<file path="src/hdl/ucm_pkg.sv">
package ucm_pkg;

    localparam int RANGE_ENTRIES_DEF = 256;
    localparam int TITLE_PAIRS_DEF   = 32;

    localparam logic [2:0] OP_UPPER      = 3'd0;
    localparam logic [2:0] OP_LOWER      = 3'd1;
    localparam logic [2:0] OP_TITLE      = 3'd2;
    localparam logic [2:0] OP_LOAD_UPPER = 3'd3;
    localparam logic [2:0] OP_LOAD_LOWER = 3'd4;
    localparam logic [2:0] OP_LOAD_TITLE = 3'd5;

    localparam logic [1:0] CFG_UPPER_COUNT = 2'd0;
    localparam logic [1:0] CFG_LOWER_COUNT = 2'd1;
    localparam logic [1:0] CFG_TITLE_COUNT = 2'd2;

    typedef struct packed {
        logic [2:0]  opcode;
        logic [15:0] code_unit;
        logic [7:0]  entry_index;
        logic [15:0] range_low;
        logic [7:0]  range_span;
        logic [7:0]  range_step;
        logic [15:0] range_delta;
        logic [15:0] title_from;
        logic [15:0] title_to;
    } t_in_word;

    typedef struct packed {
        logic [15:0] mapped_unit;
        logic        was_changed;
    } t_out_word;

    typedef struct packed {
        logic [15:0] low;
        logic [7:0]  span;
        logic [7:0]  step;
        logic [15:0] delta;
    } t_range_entry;

    typedef enum logic [3:0] {
        S_IDLE, S_RD, S_WAIT, S_CMP, S_MOD, S_TSCAN_RD, S_TSCAN_CMP, S_DONE
    } t_state;

    typedef struct packed {
        logic        start;
        logic [16:0] dividend;
        logic [7:0]  divisor;
    } t_mod_req;

    function automatic logic caseless(input logic [15:0] u);
        return (u >= 16'h2500 && u <= 16'hFEFF) || (u >= 16'h0600 && u <= 16'h0FFF) ||
               (u >= 16'h1100 && u <= 16'h1DFF) || (u >= 16'h2000 && u <= 16'h20FF) ||
               (u >= 16'h2200 && u <= 16'h23FF);
    endfunction

endpackage

</file>
<file path="src/hdl/ucm_mod_unit.sv">
module ucm_mod_unit (
    input  logic            i_clk,
    input  logic            i_rst_n,
    input  ucm_pkg::t_mod_req i_req,
    output logic            o_busy,
    output logic            o_zero
);
    import ucm_pkg::*;

    // restoring remainder, one dividend bit per cycle
    logic [16:0] r_num, n_num;
    logic [8:0]  r_rem, n_rem;
    logic [7:0]  r_div, n_div;
    logic [4:0]  r_cnt, n_cnt;
    logic [9:0]  trial;

    always_comb begin
        n_num = r_num;
        n_rem = r_rem;
        n_div = r_div;
        n_cnt = r_cnt;
        trial = {r_rem, r_num[16]};
        if (i_req.start) begin
            n_num = i_req.dividend;
            n_rem = '0;
            n_div = i_req.divisor;
            n_cnt = 5'd17;
        end else if (r_cnt != 5'd0) begin
            n_num = {r_num[15:0], 1'b0};
            n_rem = (trial >= {2'b00, r_div}) ? 9'(trial - {2'b00, r_div}) : trial[8:0];
            n_cnt = r_cnt - 5'd1;
        end
    end

    always_ff @(posedge i_clk) begin
        if (!i_rst_n) begin
            r_cnt <= '0;
        end else begin
            r_cnt <= n_cnt;
        end
        r_num <= n_num;
        r_rem <= n_rem;
        r_div <= n_div;
    end

    assign o_busy = (r_cnt != 5'd0);
    assign o_zero = (r_rem == 9'd0);
endmodule

</file>
<file path="config.mk">
export PLATFORM = sky130hd
export DESIGN_NAME = ucm_mod_unit
export DESIGN_NICKNAME = d
export VERILOG_FILES = /design/src/hdl/ucm_pkg.sv /design/src/hdl/ucm_mod_unit.sv
export SDC_FILE = /design/constraint.sdc
export NUM_CORES = 1
export LEC_CHECK = 0
export BUFFER_PORTS_ARGS = -buffer_cell sky130_fd_sc_hd__buf_2
export CAP_MARGIN = 20
export CELL_PAD_IN_SITES_DETAIL_PLACEMENT = 1
export CELL_PAD_IN_SITES_GLOBAL_PLACEMENT = 1
export CORE_UTILIZATION = 31
export CTS_CLUSTER_DIAMETER = 30
export DETAILED_ROUTE_END_ITERATION = 8
export HOLD_SLACK_MARGIN = 0.12
export PLACE_DENSITY_LB_ADDON = 0.15
export SLEW_MARGIN = 40
export SYNTH_ARGS = -nofsm -noshare
export SYNTH_HDL_FRONTEND = slang
export SYNTH_SLANG_ARGS = --single-unit
</file>
<file path="constraint.sdc">
create_clock -name i_clk -period 2.6 [get_ports i_clk]
set_input_delay 0.39 -clock i_clk [delete_from_list [all_inputs] [get_ports i_clk]]
set_output_delay 0.39 -clock i_clk [all_outputs]
set_load 0.03 [all_outputs]
</file>
==> results of run 1 <==
## routing by layer
metal | up-vias | part of all wire (%)
met5 | - | 0
met4 | 0 | 1.7
met3 | 9 | 3.6
met2 | 26 | 51
met1 | 746 | 44
li1 | 747 | -
## path summary, 6_finish.rpt
path               to  depth (start not counted)
min reg2reg  r_rem[5]                          2
max reg2reg  r_rem[2]                          8
min          r_div[1]                          1
max          r_rem[2]                          8
## cells in the final DEF, fill, tap and decap left out, types with 3 or more instances in the layout
cell	netlist	routed
edfxtp_1	25	25
buf_4	0	5
xor2_1	3	3
mux2_2	16	16
nand2b_1	3	3
nand2_1	13	13
nand4_1	3	3
buf_2	1	29
a41oi_1	3	3
nor2_1	10	10
inv_1	14	14
clkbuf_8	1	5
ha_1	9	9
xnor2_1	4	4
a21oi_1	12	12
dfxtp_1	14	14
mux2i_1	3	3
o21ai_0	10	10
nand3_1	3	3
## power groups by stage
stage                     sequential (mW)  combinational (mW)  clock (mW)
final                               0.910                1.03       0.389
after floorplan                     0.884               0.830           0
after global placement              0.923               0.989           0
after global routing                0.928                1.16       0.436
after detailed placement            0.927                1.03           0
after CTS                           0.913                1.04       0.410
## sequential cells by signal, summed over array words and instances, names as in the netlist
register and count:
r_cnt 5, r_div 8, r_rem 9, r_num 17
## worst reg2reg max path: cells and delay by family, from the launching register on
kind                       cells  cell delay [ns]
DFF                            1             0.33
AOI/OAI and AO/OA              2             0.35
and+or+nand+nor                3             0.78
adders and majority gates      1             0.48
buffers and inverters          2             0.25
## area by class of cell
type / count / area share [%]
clock buffers: 7 / 3.209
clock inverters: 1 / 0.2104
inverters: 15 / 2.367
multi-input cells: 123 / 39.14
flip-flops and latches: 39 / 43.35
well taps: 77 / 4.051
repair buffers: 34 / 7.680
## through the flow
step / setup WS [ns] / hold slack (ns)
final: 0.3123 / 0.2743
after global routing: 0.1274 / 0.2555
after CTS: 0.3181 / 0.2615
after detailed placement: 0.3369 / 0.5255
after global placement: 0.4184 / 0.5022
after floorplan: 0.4613 / 0.4777
## cells by family after synthesis
group	after synthesis	synth area share, %
buf+inv	24	5.256
fa+ha+maj	10	6.405
flops	39	49.79
xor+xnor	7	2.961
mux	19	10.15
simple gates	45	11.66
compound gates	42	13.78
==> results.toml, run 1 <==
[floorplanning]
die_w_um = 83.73
core-area_um2 = 6386
row_count = 29
pin_count = 30
initial_core_util_pct = 32.43
die_h_um = 83.73
dieArea_um2 = 7011

[yosys]
yosysTopAreaCell = "edfxtp_1"
synth_nets = 224
yosysMostFrequentCell = "edfxtp_1"
synth_edf_count = 25
ys_seq_area_share_pct = 49.79
netlist_instances = 186
yosysTopAreaCellShare_pct = 36.25
yosys-top-cells-count = "edfxtp_1, mux2_2, dfxtp_1, inv_1, nand2_1"
synth_area_per_cell_um2 = 11.13
synth.cell_area_um2 = 2071
synthArstFlopShare_pct = 0
yosys_warnings = 0
ys_seq_elements = 39
dominantRegCellSynth = "edfxtp_1"
ys_types = 47
synth_area_leaders = "edfxtp_1, dfxtp_1, mux2_2"

[timing]
slew_headroom_pct = 62.13
hold_viol_final = 0
max_freq_ghz = 0.4371
maxSlewViolCount = 0
skew_ns = 0.002622
setup_viol = 0
min_period_ns = 2.288
rsz0062_at_grt = "no"
setup_tns_ns = 0
period_share_pct = 87.99
tightest_slew_ns = 0.5680

[worst_setup_path]
start_kind = "flop"
max_stage_delay_ns = 0.49
crit_arrival_ns = 2.48
ff2ff_setup_slack_ns = 0.31
critical_path_class = "flop to flop"
worst_path_max_delay_cell = "or4_1"
crit_path_end_kind = "flop"
worstReg2RegStart = "r_div[5]"
critPathBufInv = 2
crit_chain = "inv_1 > ha_1 > nand4_1 > a31oi_2 > nor4_4 > buf_4 > or4_1 > o311ai_1"
cp_data_required_time_ns = 2.79
setup.worst_path.start = "r_div[5]"
worst_path_dominant_cell_family = "simple AND/OR/NAND/NOR gates"
cp_max_fo = 14

[cells_and_area]
design_area_um2 = 2379
multi_input_area_um2 = 930.9
drive_above_1_share_pct = 29.22
post-route-util_pct = 37.25
area_growth_pct = 14.86
ff_latch_area_um2 = 1031
fin_nets = 256
n_fill_cell = 719
antenna_cells = 0
final_cell_count_no_fill = 296

[routing]
wl_per_cell_um = 14.97
drcViolationCount = 0
drt_iter0_markers = 31
firstDrtPassIters = 4
vias_per_cell = 5.162
detail-route-antenna-nets = 0
wl_mm = 4.430
vias = 1528

[grt]
grt_first_pass_wirelength_mm = 7.659
top_usage_layer = "met2"
met3_usage_pct = 3.066
antenna_found_initial = 0
grt_overflow = 0
met1_usage_pct = 16.84
track_usage_pct = 13.92
grt_max_degree = 27
first_global_vias = 1612
use_met2_pct = 23.95

[placement]
gp_congestion = 0.7983
port_buffers = 29
dp_cells = 288
postPlaceCellArea_um2 = 2297
post-dp-hpwl_mm = 3.306

[clocking]
clock_sinks = 39
post-cts-setup-buffers = 0
ctsHtreeMaxLevel = 2
cts.clk_slew.worst_paths_ns = 0.07
cts-root-buf = "clkbuf_8"
clk_latency_ns = 0.29
cts_tree = "built"
clock_path_buffers = 2
cts_inserted_buffers = 5
hold_buffers = 0
cts_resized = 0

[min_path]
hold_start = "i_req[1]"
hold_class = "input port to flop"

[outcome]
status = "complete, no violations"

[power]
totalPowerFinal_mw = 2.325
power_frac_comb_pct = 44.1
swShare_pct = 38.70
power_frac_clock_pct = 16.7
switchingPower_uw = 899.9
p_seq_share_pct = 39.2
leakage_nw = 0.9476
ir_drop_mv = 0.3456
power_density_nw_per_um2 = 977.5
p_int_mw = 1.425

[flow_run]
maxCapViolations = 0
No activity file was read; power rests on OpenSTA's default activity.
==> run 2: changes to the inputs <==
==> constraint.sdc (replaced) <==
create_clock -name i_clk -period 2.6 [get_ports i_clk]
set_input_delay 0.26 -clock i_clk [delete_from_list [all_inputs] [get_ports i_clk]]
set_output_delay 0.26 -clock i_clk [all_outputs]
set_load 0.03 [all_outputs]
==> run 2 against run 1 <==
  * Clock-buffer cell count fell by 2
  * Via count hardly changed
  * Sequential share of layout area shrank 0.34 points
  * Clock skew increased by 0.0038 ns
  * Total power rose by 5.1%
  * Utilization increased by 0.29 points
  * Critical endpoint is now r_rem[0]
  * Highest routed layer unchanged
==> results.toml, run 2 (synthesis gave the netlist of run 1 again) <==
[placement]
port_buffers = 29
gp_congestion = 0.7874
post-dp-hpwl_mm = 3.364
dpl_worst_slack_ns = 0.2781

[timing]
maxSlewViolCount = 0
hold_viol_final = 0
period_share_pct = 89.74
rsz0062_at_grt = "no"
min_period_ns = 2.333
setup_viol = 0
skew_ns = 0.006423
slew_headroom_pct = 52.46
max_freq_ghz = 0.4286
tightest_slew_ns = 0.7113
setup_tns_ns = 0
fin_ws_ns = 0.2669

[clocking]
hold_buffers = 0
cts_resized = 0
cts_tree = "built"
post-cts-setup-buffers = 0
cts_inserted_buffers = 5
cts.clk_slew.worst_paths_ns = 0.08
clk_latency_ns = 0.29
clock_path_buffers = 2
cts-root-buf = "clkbuf_8"
clock_sinks = 39
ctsHtreeMaxLevel = 2

[worst_setup_path]
max_stage_delay_ns = 0.41
worst_path_max_delay_cell = "fa_1"
crit_arrival_ns = 2.53
cp_data_required_time_ns = 2.80
cp_max_fo = 12
cpMostUsedCell = "inv_1"
r2r-end = "r_rem[0]"
ff2ff_setup_slack_ns = 0.27
crit_chain = "inv_1 > ha_1 > inv_1 > fa_1 > nand3_1 > a31oi_2 > nor4_4 > buf_4 > nor2_2 > a311oi_2"
worst_path_dominant_cell_family = "adder cells"
start_kind = "flop"
worstReg2RegStart = "r_num[16]"
critical_path_class = "flop to flop"
crit_path_end_kind = "flop"
critical_path_depth = 10
setup.worst_path.start = "r_num[16]"
reg2reg_depth = 10
critPathBufInv = 3

[power]
power_frac_clock_pct = 20.4
ir_drop_mv = 0.4064
p_seq_share_pct = 37.5
power_frac_comb_pct = 42.1
switchingPower_uw = 920.6
power_density_nw_per_um2 = 1020
leakage_nw = 0.9566
p_int_mw = 1.524
swShare_pct = 37.66

[min_path]
hold_depth = 1
hold_end = "r_div[3]"
hold_start = "i_req[3]"
hold_class = "input port to flop"

[routing]
wl_mm = 4.578
detail-route-antenna-nets = 0
drcViolationCount = 0
vias = 1527
drt_iter0_markers = 68
firstDrtPassIters = 4
wl_per_cell_um = 15.52
vias_per_cell = 5.176

[grt]
track_usage_pct = 13.93
grt_overflow = 0
first_global_vias = 1645
grt_max_degree = 31
grt_first_pass_wirelength_mm = 7.776
antenna_found_initial = 0

[cells_and_area]
fin_nets = 255
largest_reg_flops = 17
regMostFlops = "r_num"
antenna_cells = 0
area_growth_pct = 15.77
final_common_cell = "buf_2"
drive_above_1_share_pct = 29.36
reg_top3 = "r_num x17, r_rem x9, r_div x8"
final_cell_mix = "buf_2, edfxtp_1, mux2_2"

[flow_run]
maxCapViolations = 0

[outcome]
status = "complete, no violations"

[floorplanning]
initial_core_util_pct = 32.43
dieArea_um2 = 7011
core-area_um2 = 6386
die_w_um = 83.73
pin_count = 30
die_h_um = 83.73
row_count = 29
[run 2: layer usage]
layer / part of all wire [%] / vias up / GRT usage, %
met4: 2.4 / 0 / 5.547
li1: - / 744 / -
met3: 4.1 / 10 / 3.462
met2: 50 / 32 / 24.02
met5: 0 / - / 0
met1: 44 / 741 / 16.56
[run 2: cell type report]
class	instances	area, um^2
fill	719	3989
timing repair buffer	33	175.2
inverter	15	56.30
clock buffer	5	68.82
tap	77	96.34
clock inverter	3	38.79
sequential	39	1031
multi-input combinational	123	930.9
[run 2: worst max-delay path by stage]
stage                to  slack [ns]
6_report       r_rem[0]        0.27
5_1_grt        r_rem[3]        0.03
4_1_cts        r_rem[0]        0.24
3_5_place_dp   r_rem[0]        0.28
3_3_place_gp   r_rem[1]        0.34
2_1_floorplan  r_rem[1]        0.46
[run 2: through the flow]
step / cells / hold WS, ns / power [mW] / instance area [um^2] / utilization, %
CTS: 295 / 0.1281 / 2.472 / 2397 / 37.54
global placement: 287 / 0.4365 / 1.923 / 2290 / 35.85
global route: 295 / 0.1261 / 2.621 / 2397 / 37.54
finish: 295 / 0.1353 / 2.444 / 2397 / 37.54
floorplan: 186 / 0.3589 / 1.714 / 2071 / -
detailed placement: 287 / 0.4387 / 1.956 / 2290 / 35.85
[run 2: power groups by stage]
stage          Clock, mW  Sequential [mW]  Combinational [mW]
2_1_floorplan          0            0.884               0.830
3_3_place_gp           0            0.927               0.996
3_5_place_dp           0            0.927                1.03
4_1_cts            0.520            0.917                1.04
5_1_grt            0.539            0.934                1.15
6_report           0.499            0.917                1.03
==> run 3: changes to the inputs <==
Settings changed: CAP_MARGIN 20 to not set, CORE_ASPECT_RATIO set to 0.6, CORE_MARGIN set to 2.
==> run 3 against run 2 <==
  * Sequential share of layout area fell by 0.75 points
  * Clock-buffer cell count did not move
  * Cell count rose by 4.4%
  * Design area rose by 1.8%
  * First-iteration DRC count fell by 1.5%
  * Via count fell by 0.92%
  * Worst hold slack got worse by 0.0057 ns
  * Fmax fell by 1.7%
  * Critical endpoint is now r_rem[3]
  * Combinational power rose by 5%
  * Flip-flop and latch count did not move
  * Register-to-register slack got worse by 0.04 ns
  * Die area rose by 5.1%
==> results.toml, run 3 (synthesis gave the netlist of run 1 again) <==
[outcome]
status = "complete, no violations"

[floorplanning]
die_h_um = 67.31
row_count = 23
die_w_um = 109.5
core-area_um2 = 6561
initial_core_util_pct = 31.56
dieArea_um2 = 7371
pin_count = 30

[clocking]
cts_resized = 0
clock_path_buffers = 2
cts-root-buf = "clkbuf_8"
cts_tree = "built"
post-cts-setup-buffers = 0
clk_latency_ns = 0.30
cts_inserted_buffers = 5
clock_sinks = 39
ctsHtreeMaxLevel = 2
cts.clk_slew.worst_paths_ns = 0.08

[worst_setup_path]
critical_path_class = "flop to flop"
cpMostUsedCell = "inv_1"
crit_path_end_kind = "flop"
critPathBufInv = 3
cp_data_required_time_ns = 2.80
worst_path_max_delay_cell = "fa_1"
crit_chain = "inv_1 > ha_1 > inv_1 > fa_1 > nand3_1 > a31oi_2 > nor4_4 > buf_4 > nor3_1 > a311oi_1"
max_stage_delay_ns = 0.40
worst_path_dominant_cell_family = "adder cells"
start_kind = "flop"
cp_max_fo = 14
crit_arrival_ns = 2.57

[timing]
min_period_ns = 2.374
fin_ws_ns = 0.2263
maxSlewViolCount = 0
setup_tns_ns = 0
setup_viol = 0
skew_ns = 0.007949
period_share_pct = 91.30
rsz0062_at_grt = "no"
max_freq_ghz = 0.4213
hold_viol_final = 0
tightest_slew_ns = 0.4257
slew_headroom_pct = 71.59

[routing]
wl_mm = 4.976
vias = 1513
firstDrtPassIters = 4
detail-route-antenna-nets = 0
wl_per_cell_um = 16.16
drcViolationCount = 0
drt_iter0_markers = 67
vias_per_cell = 4.912

[cells_and_area]
antenna_cells = 0
reg_top3 = "r_num x17, r_rem x9, r_div x8"
regMostFlops = "r_num"
final_cell_mix = "buf_2, edfxtp_1, mux2_2"
area_growth_pct = 17.82
final_common_cell = "buf_2"
drive_above_1_share_pct = 30.32
largest_reg_flops = 17
fin_nets = 258
design_area_um2 = 2440

[grt]
first_global_vias = 1590
grt_first_pass_wirelength_mm = 8.079
grt_max_degree = 31
antenna_found_initial = 0
use_met2_pct = 22.92
track_usage_pct = 14.94
top_usage_layer = "met2"
met3_usage_pct = 4.151
grt_overflow = 0
met1_usage_pct = 20.32

[placement]
port_buffers = 29
gp_congestion = 0.7956
post-dp-hpwl_mm = 3.667
postPlaceCellArea_um2 = 2317
dpl_worst_slack_ns = 0.2695

[power]
power_density_nw_per_um2 = 1027
ir_drop_mv = 0.2797
leakage_nw = 0.9729
totalPowerFinal_mw = 2.505

[flow_run]
maxCapViolations = 0

[min_path]
hold_class = "input port to flop"
==> run 3: changes by cell type in the layout (fill, tap and decap cells not counted) <==
cell           previous run  this run
buf_4                     4         6
clkinv_1                  2         1
clkinv_4                  0         1
dlygate4sd3_1             0         1
==> run 3: power breakdown <==
part           internal [mW]  switching, mW
registers              0.802          0.106
logic                  0.451          0.629
clock network          0.286          0.231
total                   1.54          0.966
==> run 3: final timing paths <==
check	startpoint	to	slack [ns]	cells after the start
setup / recovery	r_num[16]	r_rem[3]	0.23	10
setup reg to reg	r_num[16]	r_rem[3]	0.23	10
hold reg to reg	r_cnt[3]	r_cnt[3]	0.53	2
hold / removal	i_req[3]	r_div[3]	0.13	1
==> run 3: cell type report <==
class | instances | area, um^2
multi-input combinational | 123 | 930.9
fill | 742 | 4121
clock buffer | 5 | 68.82
timing repair buffer | 36 | 200.2
tap | 87 | 108.9
inverter | 15 | 56.30
clock inverter | 3 | 43.79
sequential | 39 | 1031
==> run 3: metrics by stage <==
stage | utilization (%) | hold WS [ns] | cells
4_1_cts | 37.19 | 0.1205 | 308
6_report | 37.19 | 0.1295 | 308
3_5_place_dp | 35.32 | 0.4385 | 299
3_3_place_gp | 35.32 | 0.4372 | 299
2_1_floorplan | - | 0.3589 | 186
5_1_grt | 37.19 | 0.1251 | 308
==> run 3: repair_timing <==
item	CTS	global route
setup endpoints to repair	0	0
hold endpoints to repair	1	0
hold buffers	1	0
==> run 3: per-layer routing <==
metal  wire (um)  share of wire [%]
met5           0                  0
met4          78                1.6
met3         216                4.3
met2        2173                 44
met1        2507                 50
